[src/design/sliding_window_rate_limiter_defines.svh]
// assertion helpers for the rate limiter
`ifndef SLIDING_WINDOW_RATE_LIMITER_DEFINES_SVH
`define SLIDING_WINDOW_RATE_LIMITER_DEFINES_SVH

// same-cycle implication, sampled on clk_i, off during reset
`define SWRL_ASSERT_NOW(lbl, ante, cons, msg) \
  lbl: assert property (@(posedge clk_i) disable iff (!rst_ni) (ante) |-> (cons)) \
    else $error(msg);

// next-cycle implication, sampled on clk_i, off during reset
`define SWRL_ASSERT_NEXT(lbl, ante, cons, msg) \
  lbl: assert property (@(posedge clk_i) disable iff (!rst_ni) (ante) |=> (cons)) \
    else $error(msg);

`endif

[src/design/swrl_pkg.sv]
package swrl_pkg;

  // ring geometry
  localparam int SLOTS      = 64;
  localparam int STAMP_BITS = 48;
  localparam int CUR_W      = (SLOTS > 1) ? $clog2(SLOTS) : 1;
  localparam int USE_W      = CUR_W + 1;
  localparam int ACT_W      = 7;

  // stream payload widths
  localparam int OP_W       = 2;
  localparam int IN_BITS    = OP_W + STAMP_BITS;
  localparam int S_TDATA_W  = ((IN_BITS + 7) / 8) * 8;
  localparam int M_TDATA_W  = 8;

  // config port
  localparam int APB_AW     = 5;
  localparam int APB_DW     = 64;

  localparam logic [STAMP_BITS-1:0] WINDOW_RESET = STAMP_BITS'(64'd1000000000);
  localparam logic [ACT_W-1:0]      ACTIVE_RESET = ACT_W'(64);

  typedef enum logic [OP_W-1:0] {
    OP_CHECK        = 2'd0,
    OP_CHECK_UPDATE = 2'd1,
    OP_FORCE_UPDATE = 2'd2,
    OP_RESTART      = 2'd3
  } swrl_op_e;

  typedef enum logic [1:0] {
    REG_WINDOW = 2'd0,
    REG_ACTIVE = 2'd1,
    REG_OFFSET = 2'd2
  } swrl_reg_e;

  typedef struct packed {
    logic [STAMP_BITS-1:0] window_ticks;
    logic [ACT_W-1:0]      active_slots;
    logic [STAMP_BITS-1:0] initial_offset_ticks;
  } swrl_cfg_t;

endpackage

[src/design/swrl_apb_regs.sv]
module swrl_apb_regs (
  input  logic                          clk_i,
  input  logic                          rst_ni,
  input  logic                          psel,
  input  logic                          penable,
  input  logic                          pwrite,
  input  logic [swrl_pkg::APB_AW-1:0]   paddr,
  input  logic [swrl_pkg::APB_DW-1:0]   pwdata,
  output logic [swrl_pkg::APB_DW-1:0]   prdata,
  output logic                          pready,
  output swrl_pkg::swrl_cfg_t           cfg_o
);
  import swrl_pkg::*;

  logic [STAMP_BITS-1:0] window_q;
  logic [ACT_W-1:0]      active_q;
  logic [STAMP_BITS-1:0] offset_q;
  logic                  wr_en;
  swrl_reg_e             reg_sel;

  assign pready  = 1'b1;
  assign wr_en   = psel && penable && pwrite && pready;
  assign reg_sel = swrl_reg_e'(paddr[4:3]);

  // register writes
  always_ff @(posedge clk_i or negedge rst_ni) begin
    if (!rst_ni) begin
      window_q <= WINDOW_RESET;
      active_q <= ACTIVE_RESET;
      offset_q <= '0;
    end else if (wr_en) begin
      case (reg_sel)
        REG_WINDOW: window_q <= pwdata[STAMP_BITS-1:0];
        REG_ACTIVE: active_q <= pwdata[ACT_W-1:0];
        REG_OFFSET: offset_q <= pwdata[STAMP_BITS-1:0];
        default:    ;
      endcase
    end
  end

  // read back
  always_comb begin
    case (reg_sel)
      REG_WINDOW: prdata = APB_DW'(window_q);
      REG_ACTIVE: prdata = APB_DW'(active_q);
      REG_OFFSET: prdata = APB_DW'(offset_q);
      default:    prdata = '0;
    endcase
  end

  assign cfg_o.window_ticks         = window_q;
  assign cfg_o.active_slots         = active_q;
  assign cfg_o.initial_offset_ticks = offset_q;

endmodule

[src/design/sliding_window_rate_limiter.sv]
// channel  | dir | handshake                 | payload
// s_axis   | in  | s_axis_tvalid_i/tready_o  | tdata[1:0] operation, [49:2] timestamp
// m_axis   | out | m_axis_tvalid_o/tready_i  | tdata[0] allowed
// apb      | in  | psel/penable/pready       | paddr 8*i: window, active slots, offset
//
// one request per cycle unless the skid stage is full; the result is registered
// the entry under the cursor is prefetched from the ring memory into a register,
// so the check, the write-back and the cursor step all close in the same cycle
// reset clears cursor, valid bits and output stages at once; no clearing pass
// output register plus skid stage: input stalls only when both are full
`include "sliding_window_rate_limiter_defines.svh"

module sliding_window_rate_limiter (
  input  logic                             clk_i,
  input  logic                             rst_ni,
  // [1:0] operation, [49:2] timestamp, rest zero
  input  logic [swrl_pkg::S_TDATA_W-1:0]   s_axis_tdata_i,
  input  logic                             s_axis_tvalid_i,
  output logic                             s_axis_tready_o,
  // [0] allowed, rest zero
  output logic [swrl_pkg::M_TDATA_W-1:0]   m_axis_tdata_o,
  output logic                             m_axis_tvalid_o,
  input  logic                             m_axis_tready_i,
  input  logic                             psel,
  input  logic                             penable,
  input  logic                             pwrite,
  input  logic [swrl_pkg::APB_AW-1:0]      paddr,
  input  logic [swrl_pkg::APB_DW-1:0]      pwdata,
  output logic [swrl_pkg::APB_DW-1:0]      prdata,
  output logic                             pready
);
  import swrl_pkg::*;

  swrl_cfg_t             cfg;
  swrl_op_e              op;
  logic [STAMP_BITS-1:0] stamp_in;
  logic                  in_fire;
  logic                  out_fire;

  logic [STAMP_BITS-1:0] ring_mem [SLOTS];
  logic [STAMP_BITS-1:0] rd_q;
  logic [SLOTS-1:0]      stamp_valid_q, stamp_valid_d;
  logic [CUR_W-1:0]      cursor_q, cursor_d, cursor_next;
  logic [USE_W-1:0]      slots_use, cursor_plus;

  logic                  entry_valid;
  logic [STAMP_BITS:0]   fresh_sum;
  logic [STAMP_BITS:0]   age;
  logic                  check_ok;
  logic                  ok;
  logic                  wr_en;

  logic                  out_valid_q, out_allowed_q;
  logic                  skid_valid_q, skid_allowed_q;

  swrl_apb_regs u_regs (
    .clk_i   (clk_i),
    .rst_ni  (rst_ni),
    .psel    (psel),
    .penable (penable),
    .pwrite  (pwrite),
    .paddr   (paddr),
    .pwdata  (pwdata),
    .prdata  (prdata),
    .pready  (pready),
    .cfg_o   (cfg)
  );

  assign op       = swrl_op_e'(s_axis_tdata_i[OP_W-1:0]);
  assign stamp_in = s_axis_tdata_i[IN_BITS-1:OP_W];

  assign s_axis_tready_o = !skid_valid_q;
  assign in_fire         = s_axis_tvalid_i && s_axis_tready_o;
  assign out_fire        = m_axis_tvalid_o && m_axis_tready_i;

  // ring entries in use: zero counts as one, above the ring size saturates
  always_comb begin
    if (cfg.active_slots == '0) begin
      slots_use = USE_W'(1);
    end else if (int'(cfg.active_slots) > SLOTS) begin
      slots_use = USE_W'(SLOTS);
    end else begin
      slots_use = USE_W'(cfg.active_slots);
    end
  end

  // cursor step with wrap
  assign cursor_plus = {1'b0, cursor_q} + USE_W'(1);
  assign cursor_next = (cursor_plus >= slots_use) ? '0 : cursor_plus[CUR_W-1:0];

  // window check against the prefetched entry
  assign entry_valid = stamp_valid_q[cursor_q];
  assign fresh_sum   = {1'b0, stamp_in} + {1'b0, cfg.initial_offset_ticks};
  assign age         = {1'b0, stamp_in} - {1'b0, rd_q};

  always_comb begin
    if (!entry_valid) begin
      check_ok = fresh_sum >= {1'b0, cfg.window_ticks};
    end else begin
      check_ok = !age[STAMP_BITS] && (age[STAMP_BITS-1:0] >= cfg.window_ticks);
    end
  end

  assign ok    = (op != OP_RESTART) && check_ok;
  assign wr_en = in_fire && ((op == OP_FORCE_UPDATE) || ((op == OP_CHECK_UPDATE) && ok));

  // next cursor and valid bits
  always_comb begin
    cursor_d      = cursor_q;
    stamp_valid_d = stamp_valid_q;
    if (in_fire && (op == OP_RESTART)) begin
      cursor_d      = '0;
      stamp_valid_d = '0;
    end else if (wr_en) begin
      cursor_d                = cursor_next;
      stamp_valid_d[cursor_q] = 1'b1;
    end
  end

  always_ff @(posedge clk_i or negedge rst_ni) begin
    if (!rst_ni) begin
      cursor_q      <= '0;
      stamp_valid_q <= '0;
    end else begin
      cursor_q      <= cursor_d;
      stamp_valid_q <= stamp_valid_d;
    end
  end

  // ring memory: write at the cursor, prefetch the entry under the next cursor
  always_ff @(posedge clk_i) begin
    if (wr_en) begin
      ring_mem[cursor_q] <= stamp_in;
    end
    if (wr_en && (cursor_d == cursor_q)) begin
      rd_q <= stamp_in;
    end else begin
      rd_q <= ring_mem[cursor_d];
    end
  end

  // output register with skid stage
  always_ff @(posedge clk_i or negedge rst_ni) begin
    if (!rst_ni) begin
      out_valid_q  <= 1'b0;
      skid_valid_q <= 1'b0;
    end else if (out_fire || !out_valid_q) begin
      if (skid_valid_q) begin
        out_valid_q  <= 1'b1;
        skid_valid_q <= 1'b0;
      end else begin
        out_valid_q  <= in_fire;
      end
    end else if (in_fire) begin
      skid_valid_q <= 1'b1;
    end
  end

  always_ff @(posedge clk_i) begin
    if (out_fire || !out_valid_q) begin
      if (skid_valid_q) begin
        out_allowed_q <= skid_allowed_q;
      end else if (in_fire) begin
        out_allowed_q <= ok;
      end
    end else if (in_fire) begin
      skid_allowed_q <= ok;
    end
  end

  assign m_axis_tvalid_o = out_valid_q;
  assign m_axis_tdata_o  = M_TDATA_W'(out_allowed_q);

  // checks
  `SWRL_ASSERT_NOW(a_skid_behind_out, skid_valid_q, out_valid_q, "skid holds data with output empty")
  `SWRL_ASSERT_NEXT(a_restart_clears, in_fire && (op == OP_RESTART), (cursor_q == '0) && (stamp_valid_q == '0), "restart left ring state")
  `SWRL_ASSERT_NEXT(a_force_marks, in_fire && (op == OP_FORCE_UPDATE), stamp_valid_q[$past(cursor_q)], "force update left entry invalid")

endmodule
[config.mk]
export PLATFORM = sky130hd
export DESIGN_NAME = sliding_window_rate_limiter
export DESIGN_NICKNAME = d
export VERILOG_FILES = /design/src/design/swrl_pkg.sv /design/src/design/swrl_apb_regs.sv /design/src/design/sliding_window_rate_limiter.sv
export VERILOG_INCLUDE_DIRS = /design/src /design/src/design
export SDC_FILE = /design/constraint.sdc
export NUM_CORES = 2
export LEC_CHECK = 0
export ABC_AREA = 0
export BUFFER_PORTS_ARGS = -buffer_cell sky130_fd_sc_hd__buf_4
export CAP_MARGIN = 20
export CORE_MARGIN = 1.5
export CORE_UTILIZATION = 50
export DETAILED_ROUTE_END_ITERATION = 12
export PLACE_DENSITY_LB_ADDON = 0.12
export SLEW_MARGIN = 30
export SYNTH_ARGS = -nofsm -noshare
export SYNTH_HDL_FRONTEND = slang
export SYNTH_SLANG_ARGS = --single-unit
[constraint.sdc]
create_clock -name clk_i -period 9.4 [get_ports clk_i]
set_input_delay 1.88 -clock clk_i [delete_from_list [all_inputs] [get_ports clk_i]]
set_output_delay 1.88 -clock clk_i [all_outputs]
set_load 0.01 [all_outputs]
# Word level (Yosys, flattened, before mapping)
# Memories as Yosys holds them, arrays and structs flattened. A register that Yosys moved wholly into a read port is not among the register bits.
# Index checks and enable logic that the tools add are counted.
# totals
input_bits	132
memories	1
out_inout_bits	75
word_cells	72
regBits	177
mem_bits_rw	3072
# memory_table
memory	depth	width	read_ports	rd_clocked_by_memory_dff	write_ports	line	text
ring_mem	64	48	1	1	1	sliding_window_rate_limiter.sv:40	logic [STAMP_BITS-1:0] ring_mem [SLOTS];
# op_classes
bitwise_logic	2
add_sub_neg	3
muxes	20
reduce_logical	25
n_eq_ne	6
order_cmp	6
# op_table
operator	n
$pmux W48 S3	1
$mux W64	2
$or A64 B64 Y64	1
$add A48 B48 Y49	1
$ge A49 B48 Y1	1
$sub A48 B48 Y49	1
$ge A48 B48 Y1	1
$mux W6	3
$mux W7	2
$logic_and A1 B1 Y1	10
$mux W1	10
$reduce_and A2 Y1	5
$add A6 B1 Y7 const B	1
$ge A7 B7 Y1	1
$gt A7 B7 Y1 const B	1
$logic_not A7 Y1	1
$lt A6 B7 Y1 const B	1
$bmux W1 S6	1
$demux W1 S6	1
$eq A2 B2 Y1 const B	3
$ge A6 B1 Y1 const B	1
$reduce_bool A2 Y1	3
$eq A2 B1 Y1 const B	2
$logic_not A1 Y1	3
4 further kinds	5

# Logic depth before layout (Yosys ltp)
# depth
ltp_word	10
depth_mapped	34
mapped_depth_nobuf	27

# Cells and area by module
# From an unflattened synthesis, not the netlist that was laid out.
# hier_totals
cells_unflattened	6199
area_unflattened_um2	132632.2
# modules_own_cells
mod	instances	seq_area_each_um2	area_each_um2	cells_per_inst
sliding_window_rate_limiter	1	94230.4	127836.4	5843
swrl_apb_regs	1	2595.0	4795.8	356

# Worst setup path after synthesis
# OpenSTA, ideal clock, no wires.
# synth_timing
kind	flip-flop to flip-flop
from	reg with a tool-made name
to	mem ring_mem[1][0] (enable)
required_time_ps	8916
slack_ps	-1049
n_path_buf	6
stages_incl_launch_ff	32
period_less_slack_ps	10449
arrival_ps	9965
setup_ps	484
cell_sequence	dfxtp_1 > clkbuf_1 > clkbuf_1 > clkbuf_1 > buf_1 > mux4_2 > mux4_2 > mux4_2 > inv_1 > ha_1 > a21oi_1 > a21oi_1 > a211oi_1 > a211o_1 > a31oi_1 > o21ai_0 > a21boi_0 > o31a_1 > mux2i_1 > nand2_1 > ha_1 > nand4_1 > nor4bb_1 > o211ai_1 > o22ai_1 > o211ai_1 > a31o_2 > o21a_1 > o31a_1 > buf_6 > buf_8 > nor4_2
# synth_lines
element	line
end: declaration	sliding_window_rate_limiter.sv:40

==> impl.org <==
** Drt
- In this run the remaining antenna-violating nets after routing total 0.
- DRC :: 0
- The final layout contains routed wiring with a total length of 367,500 um.
- Number of violations reported at the end of detailed-routing iteration 0 :: ~8,200
- Via density :: around 6.3
- The first detailed-routing pass took 5 iterations.
- Total via count after detailed routing :: 68,166
- In the final routed layout, each cell accounts on average for roughly 34 um.

** Pwr
- Leakage power summed over all cells :: 0.05226 uW
- Maximum vdd drop :: ~240 uV
- For this design the ratio of total power to cell area is between 300 and 400 nW/um^2.
- Summing internal, switching and leakage power gives 47,780 uW.

** STA
- At the pin with the least slew margin, the transition time is 950.3 ps.
- Number of pins exceeding their max-slew limit in the final report :: 0
- Clock Skews :: around 83 ps
- The worst path needs 9198 ps of the cycle, external delays included.
- Final hold vios :: 0
- Final setup violation count :: 0
- In the finished design, the share of the clock period the worst path needs comes to 0.9785.
- Worst slew margin :: 0.3665
- Timing would allow up to 108.7 MHz.
- Setup TNS :: 0 ps

** Worst setup path
- Of all nets on the critical path, the largest fanout is 36.
- Worst path depth :: 28
- STA classifies the critical path endpoint as a register.
- Worst R2R Setup Slack :: 200 ps
- In this run the critical register-to-register path is captured at ring_mem[54][42]$_DFFE_PP_.
- Critical path buffers and inverters :: 6
- For this design, the slowest cell found on the critical path is sky130_fd_sc_hd__mux4_2.
- Gate family responsible for the most delay along the worst path :: compound AO/OA/AOI/OAI gates
- Type of the setup path with the least slack :: register to register
- STA puts the critical path data required time at 9970 ps.
- The largest single stage delay on the critical path is between 500 and 600 ps.
- Worst path arrival time :: 9770 ps
- For the worst flop-to-flop path, the logic depth is 28.
- Startpoint type of the worst setup path :: register

** Global routing
- Across every metal layer, demand over resource in global routing totals 0.2746.
- Global-route wire length before repair :: 519,000 um
- Number of global-route vias before repair :: ~68,000
- Number of antenna violations at the first check in global routing :: 36
- Entering global routing, the biggest net connects 99 pins.
- For this run the aggregate overflow at the end of global routing stands at 0.

** Worst hold path
- Counting instances, the worst hold path has a depth of 1.
- In this run the worst hold path is classified as register to register.
- In this run the most critical hold path is launched from stamp_valid_q[63]$_DFFE_PN0P_.
- For hold timing, the worst endpoint is stamp_valid_q[63]$_DFFE_PN0P_.

** Synth
- Counting flops with a built-in enable in the synthesized netlist gives 3,074.
- Yosys warns :: 0
- The synthesized netlist occupies a cell area of 132,400 um^2.
- Post-Synthesis Mean Instance Area :: 21.28 um^2
- Of the synthesized area, sequential elements account for 0.7313.
- The synthesized design contains 3,255 register bits.
- Synth async-reset ratio :: 0.05376
- In the synthesized netlist the dominant register cell turns out to be sky130_fd_sc_hd__edfxtp_1.
- Area share of the largest cell type after synthesis :: 0.6972
- Post-synth top area cell :: sky130_fd_sc_hd__edfxtp_1
- After synthesis, the most frequently instantiated cells are sky130_fd_sc_hd__edfxtp_1, sky130_fd_sc_hd__mux4_2, sky130_fd_sc_hd__clkbuf_1, sky130_fd_sc_hd__ha_1, sky130_fd_sc_hd__nand2_1.
- Count of unique library cells instantiated by Yosys :: 85
- Post-Syn Instances :: 6,223
- Leading post-synthesis cells by cell area :: sky130_fd_sc_hd__edfxtp_1, sky130_fd_sc_hd__mux4_2, sky130_fd_sc_hd__dfrtp_1
- Count leader, synth :: sky130_fd_sc_hd__edfxtp_1

** Clock tree
- The H-tree was split into 5 levels.
- Clock-pin slew of the registers on the worst-case setup and hold paths :: 60 ps
- Later-pin clock latency in the skew report :: 970 ps
- CTS Buffer Depth :: 4
- Num CTS Buffers :: 351
- Clk sink count :: 3,255
- TritonCTS clock tree :: yes
- CTS placed an instance of sky130_fd_sc_hd__clkbuf_16 at the clock tree root.

** Floorplanning
- 207 I/O pins were placed.
- The core region is 262,700 um^2.
- The initial utilization of the core area, before any placement, comes to 0.5039.
- Die footprint :: 267,900 um^2
- Num rows :: 188
- The die is 517.6 um tall.
- From left edge to right edge, the die measures between 500 and 600 um.

** Placement
- Once placement finished, the instance area stood at between 100,000 and 150,000 um^2.
- Port Buf Inserts :: 157
- Detailed placement finished with a half-perimeter wire length of 241,600 um.
- At the end of routability-driven placement, the weighted congestion stood at 0.8877.

** Cells and area
- Of the cells placed in the final design, the portion with a size suffix greater than 1 is 0.3374.
- Area growth from synthesis to layout :: 18.05%
- Cell area after layout :: around 160,000 um^2
- Final nets :: 7,396

** Status
- Status :: complete, no violations

** Job
- Max Cap Viol :: 0
flip-flops by register name (all words and copies together), names as in the netlist, named ones only:
register	flops
u_regs.active_q	7
u_regs.offset_q	48
skid_allowed_q	1
out_allowed_q	1
ring_mem	3072
m_axis_tvalid_o	1
skid_valid_q	1
stamp_valid_q	64
cursor_q	6
u_regs.window_q	48
metrics by stage:
stage / cells / hold WS, ps / setup WS, ps / utilization
finish: 10833 / 476.0 / 201.7 / 0.5948
global route: 10831 / 493.0 / -67.56 / 0.5948
CTS: 10809 / 477.6 / 4.798 / 0.5935
detailed placement: 10204 / 463.7 / -70.13 / 0.5513
global placement: 10204 / 455.4 / -68.70 / 0.5513
floorplan: 6245 / 441.2 / -1049 / -
placed cells by master, fill, tap and decap left out, types with 37 or more instances in the layout:
cell type,instances
sky130_fd_sc_hd__buf_12,245
sky130_fd_sc_hd__a21oi_1,131
sky130_fd_sc_hd__buf_4,541
sky130_fd_sc_hd__clkinv_2,45
sky130_fd_sc_hd__clkbuf_16,358
sky130_fd_sc_hd__mux2i_1,70
sky130_fd_sc_hd__nor4_4,37
sky130_fd_sc_hd__nand2_1,160
sky130_fd_sc_hd__edfxtp_1,3074
sky130_fd_sc_hd__o21a_1,47
sky130_fd_sc_hd__a21o_1,86
sky130_fd_sc_hd__mux4_2,998
sky130_fd_sc_hd__inv_1,103
sky130_fd_sc_hd__dfrtp_1,159
sky130_fd_sc_hd__o21ai_0,131
sky130_fd_sc_hd__mux2_2,74
sky130_fd_sc_hd__xnor2_1,57
sky130_fd_sc_hd__clkinv_1,66
sky130_fd_sc_hd__nor2_1,128
sky130_fd_sc_hd__ha_1,199
sky130_fd_sc_hd__clkbuf_1,71
where the power goes:
part	internal (uW)	total (uW)	leakage, uW	switching, uW
sequential	16200	16500	0.0299	292
combinational	8230	17800	0.0170	9610
clock	7960	13400	0.00539	5470
total	32400	47800	0.0523	15400
worst register-to-register path, delay by kind of cell, from the launching register on:
kind                     cells  cell delay, ps
AO/OA/AOI/OAI               12            3120
adder cells (fa/ha/maj)      2             740
buffers and inverters        6            1580
flip-flops                   1             470
multiplexers                 3            1690
AND/OR/NAND/NOR              5            1070
cells by family after synthesis:
group	Yosys count	share of synthesized area
AO/OA/AOI/OAI	548	0.02640
XOR/XNOR	87	0.005755
adder cells (fa/ha/maj)	202	0.01920
buffers and inverters	442	0.01388
flip-flops	3255	0.7313
multiplexers	1143	0.1814
other	2	0.00005672
AND/OR/NAND/NOR	544	0.02193
repair_timing:
action | in CTS | in global routing
resized for setup | 3 | 28
setup endpoints to repair | 1299 | 2977
hold buffers | 0 | 0
buffers inserted | 0 | 19
gates cloned | 0 | 2
pin swaps | 1 | 4
final cells by class:
cell class	instances	area, um^2
flip-flops and latches	3255	96850
inverters	110	431.7
well taps	3515	4398
clock buffers	436	9299
clock inverters	169	1769
multi-input cells	2548	34370
fillers	18742	106500
repair buffers	796	9161
diodes	4	10.01
worst max path at each step:
stage,end
3_5_place_dp,ring_mem[0][14]$_DFFE_PP_
5_1_grt,ring_mem[46][29]$_DFFE_PP_
6_report,ring_mem[54][42]$_DFFE_PP_
3_3_place_gp,ring_mem[9][40]$_DFFE_PP_
2_1_floorplan,ring_mem[3][0]$_DFFE_PP_
4_1_cts,ring_mem[46][29]$_DFFE_PP_
routing by layer:
metal | vias up | GRT usage | share of wire
li1 | 27790 | - | -
met1 | 36907 | 0.4088 | 0.42
met2 | 2964 | 0.4307 | 0.48
met3 | 501 | 0.04180 | 0.078
met4 | 4 | 0.06612 | 0.025
met5 | - | 0 | 0.00011
Note: power is estimated with default switching activity, not from simulation.
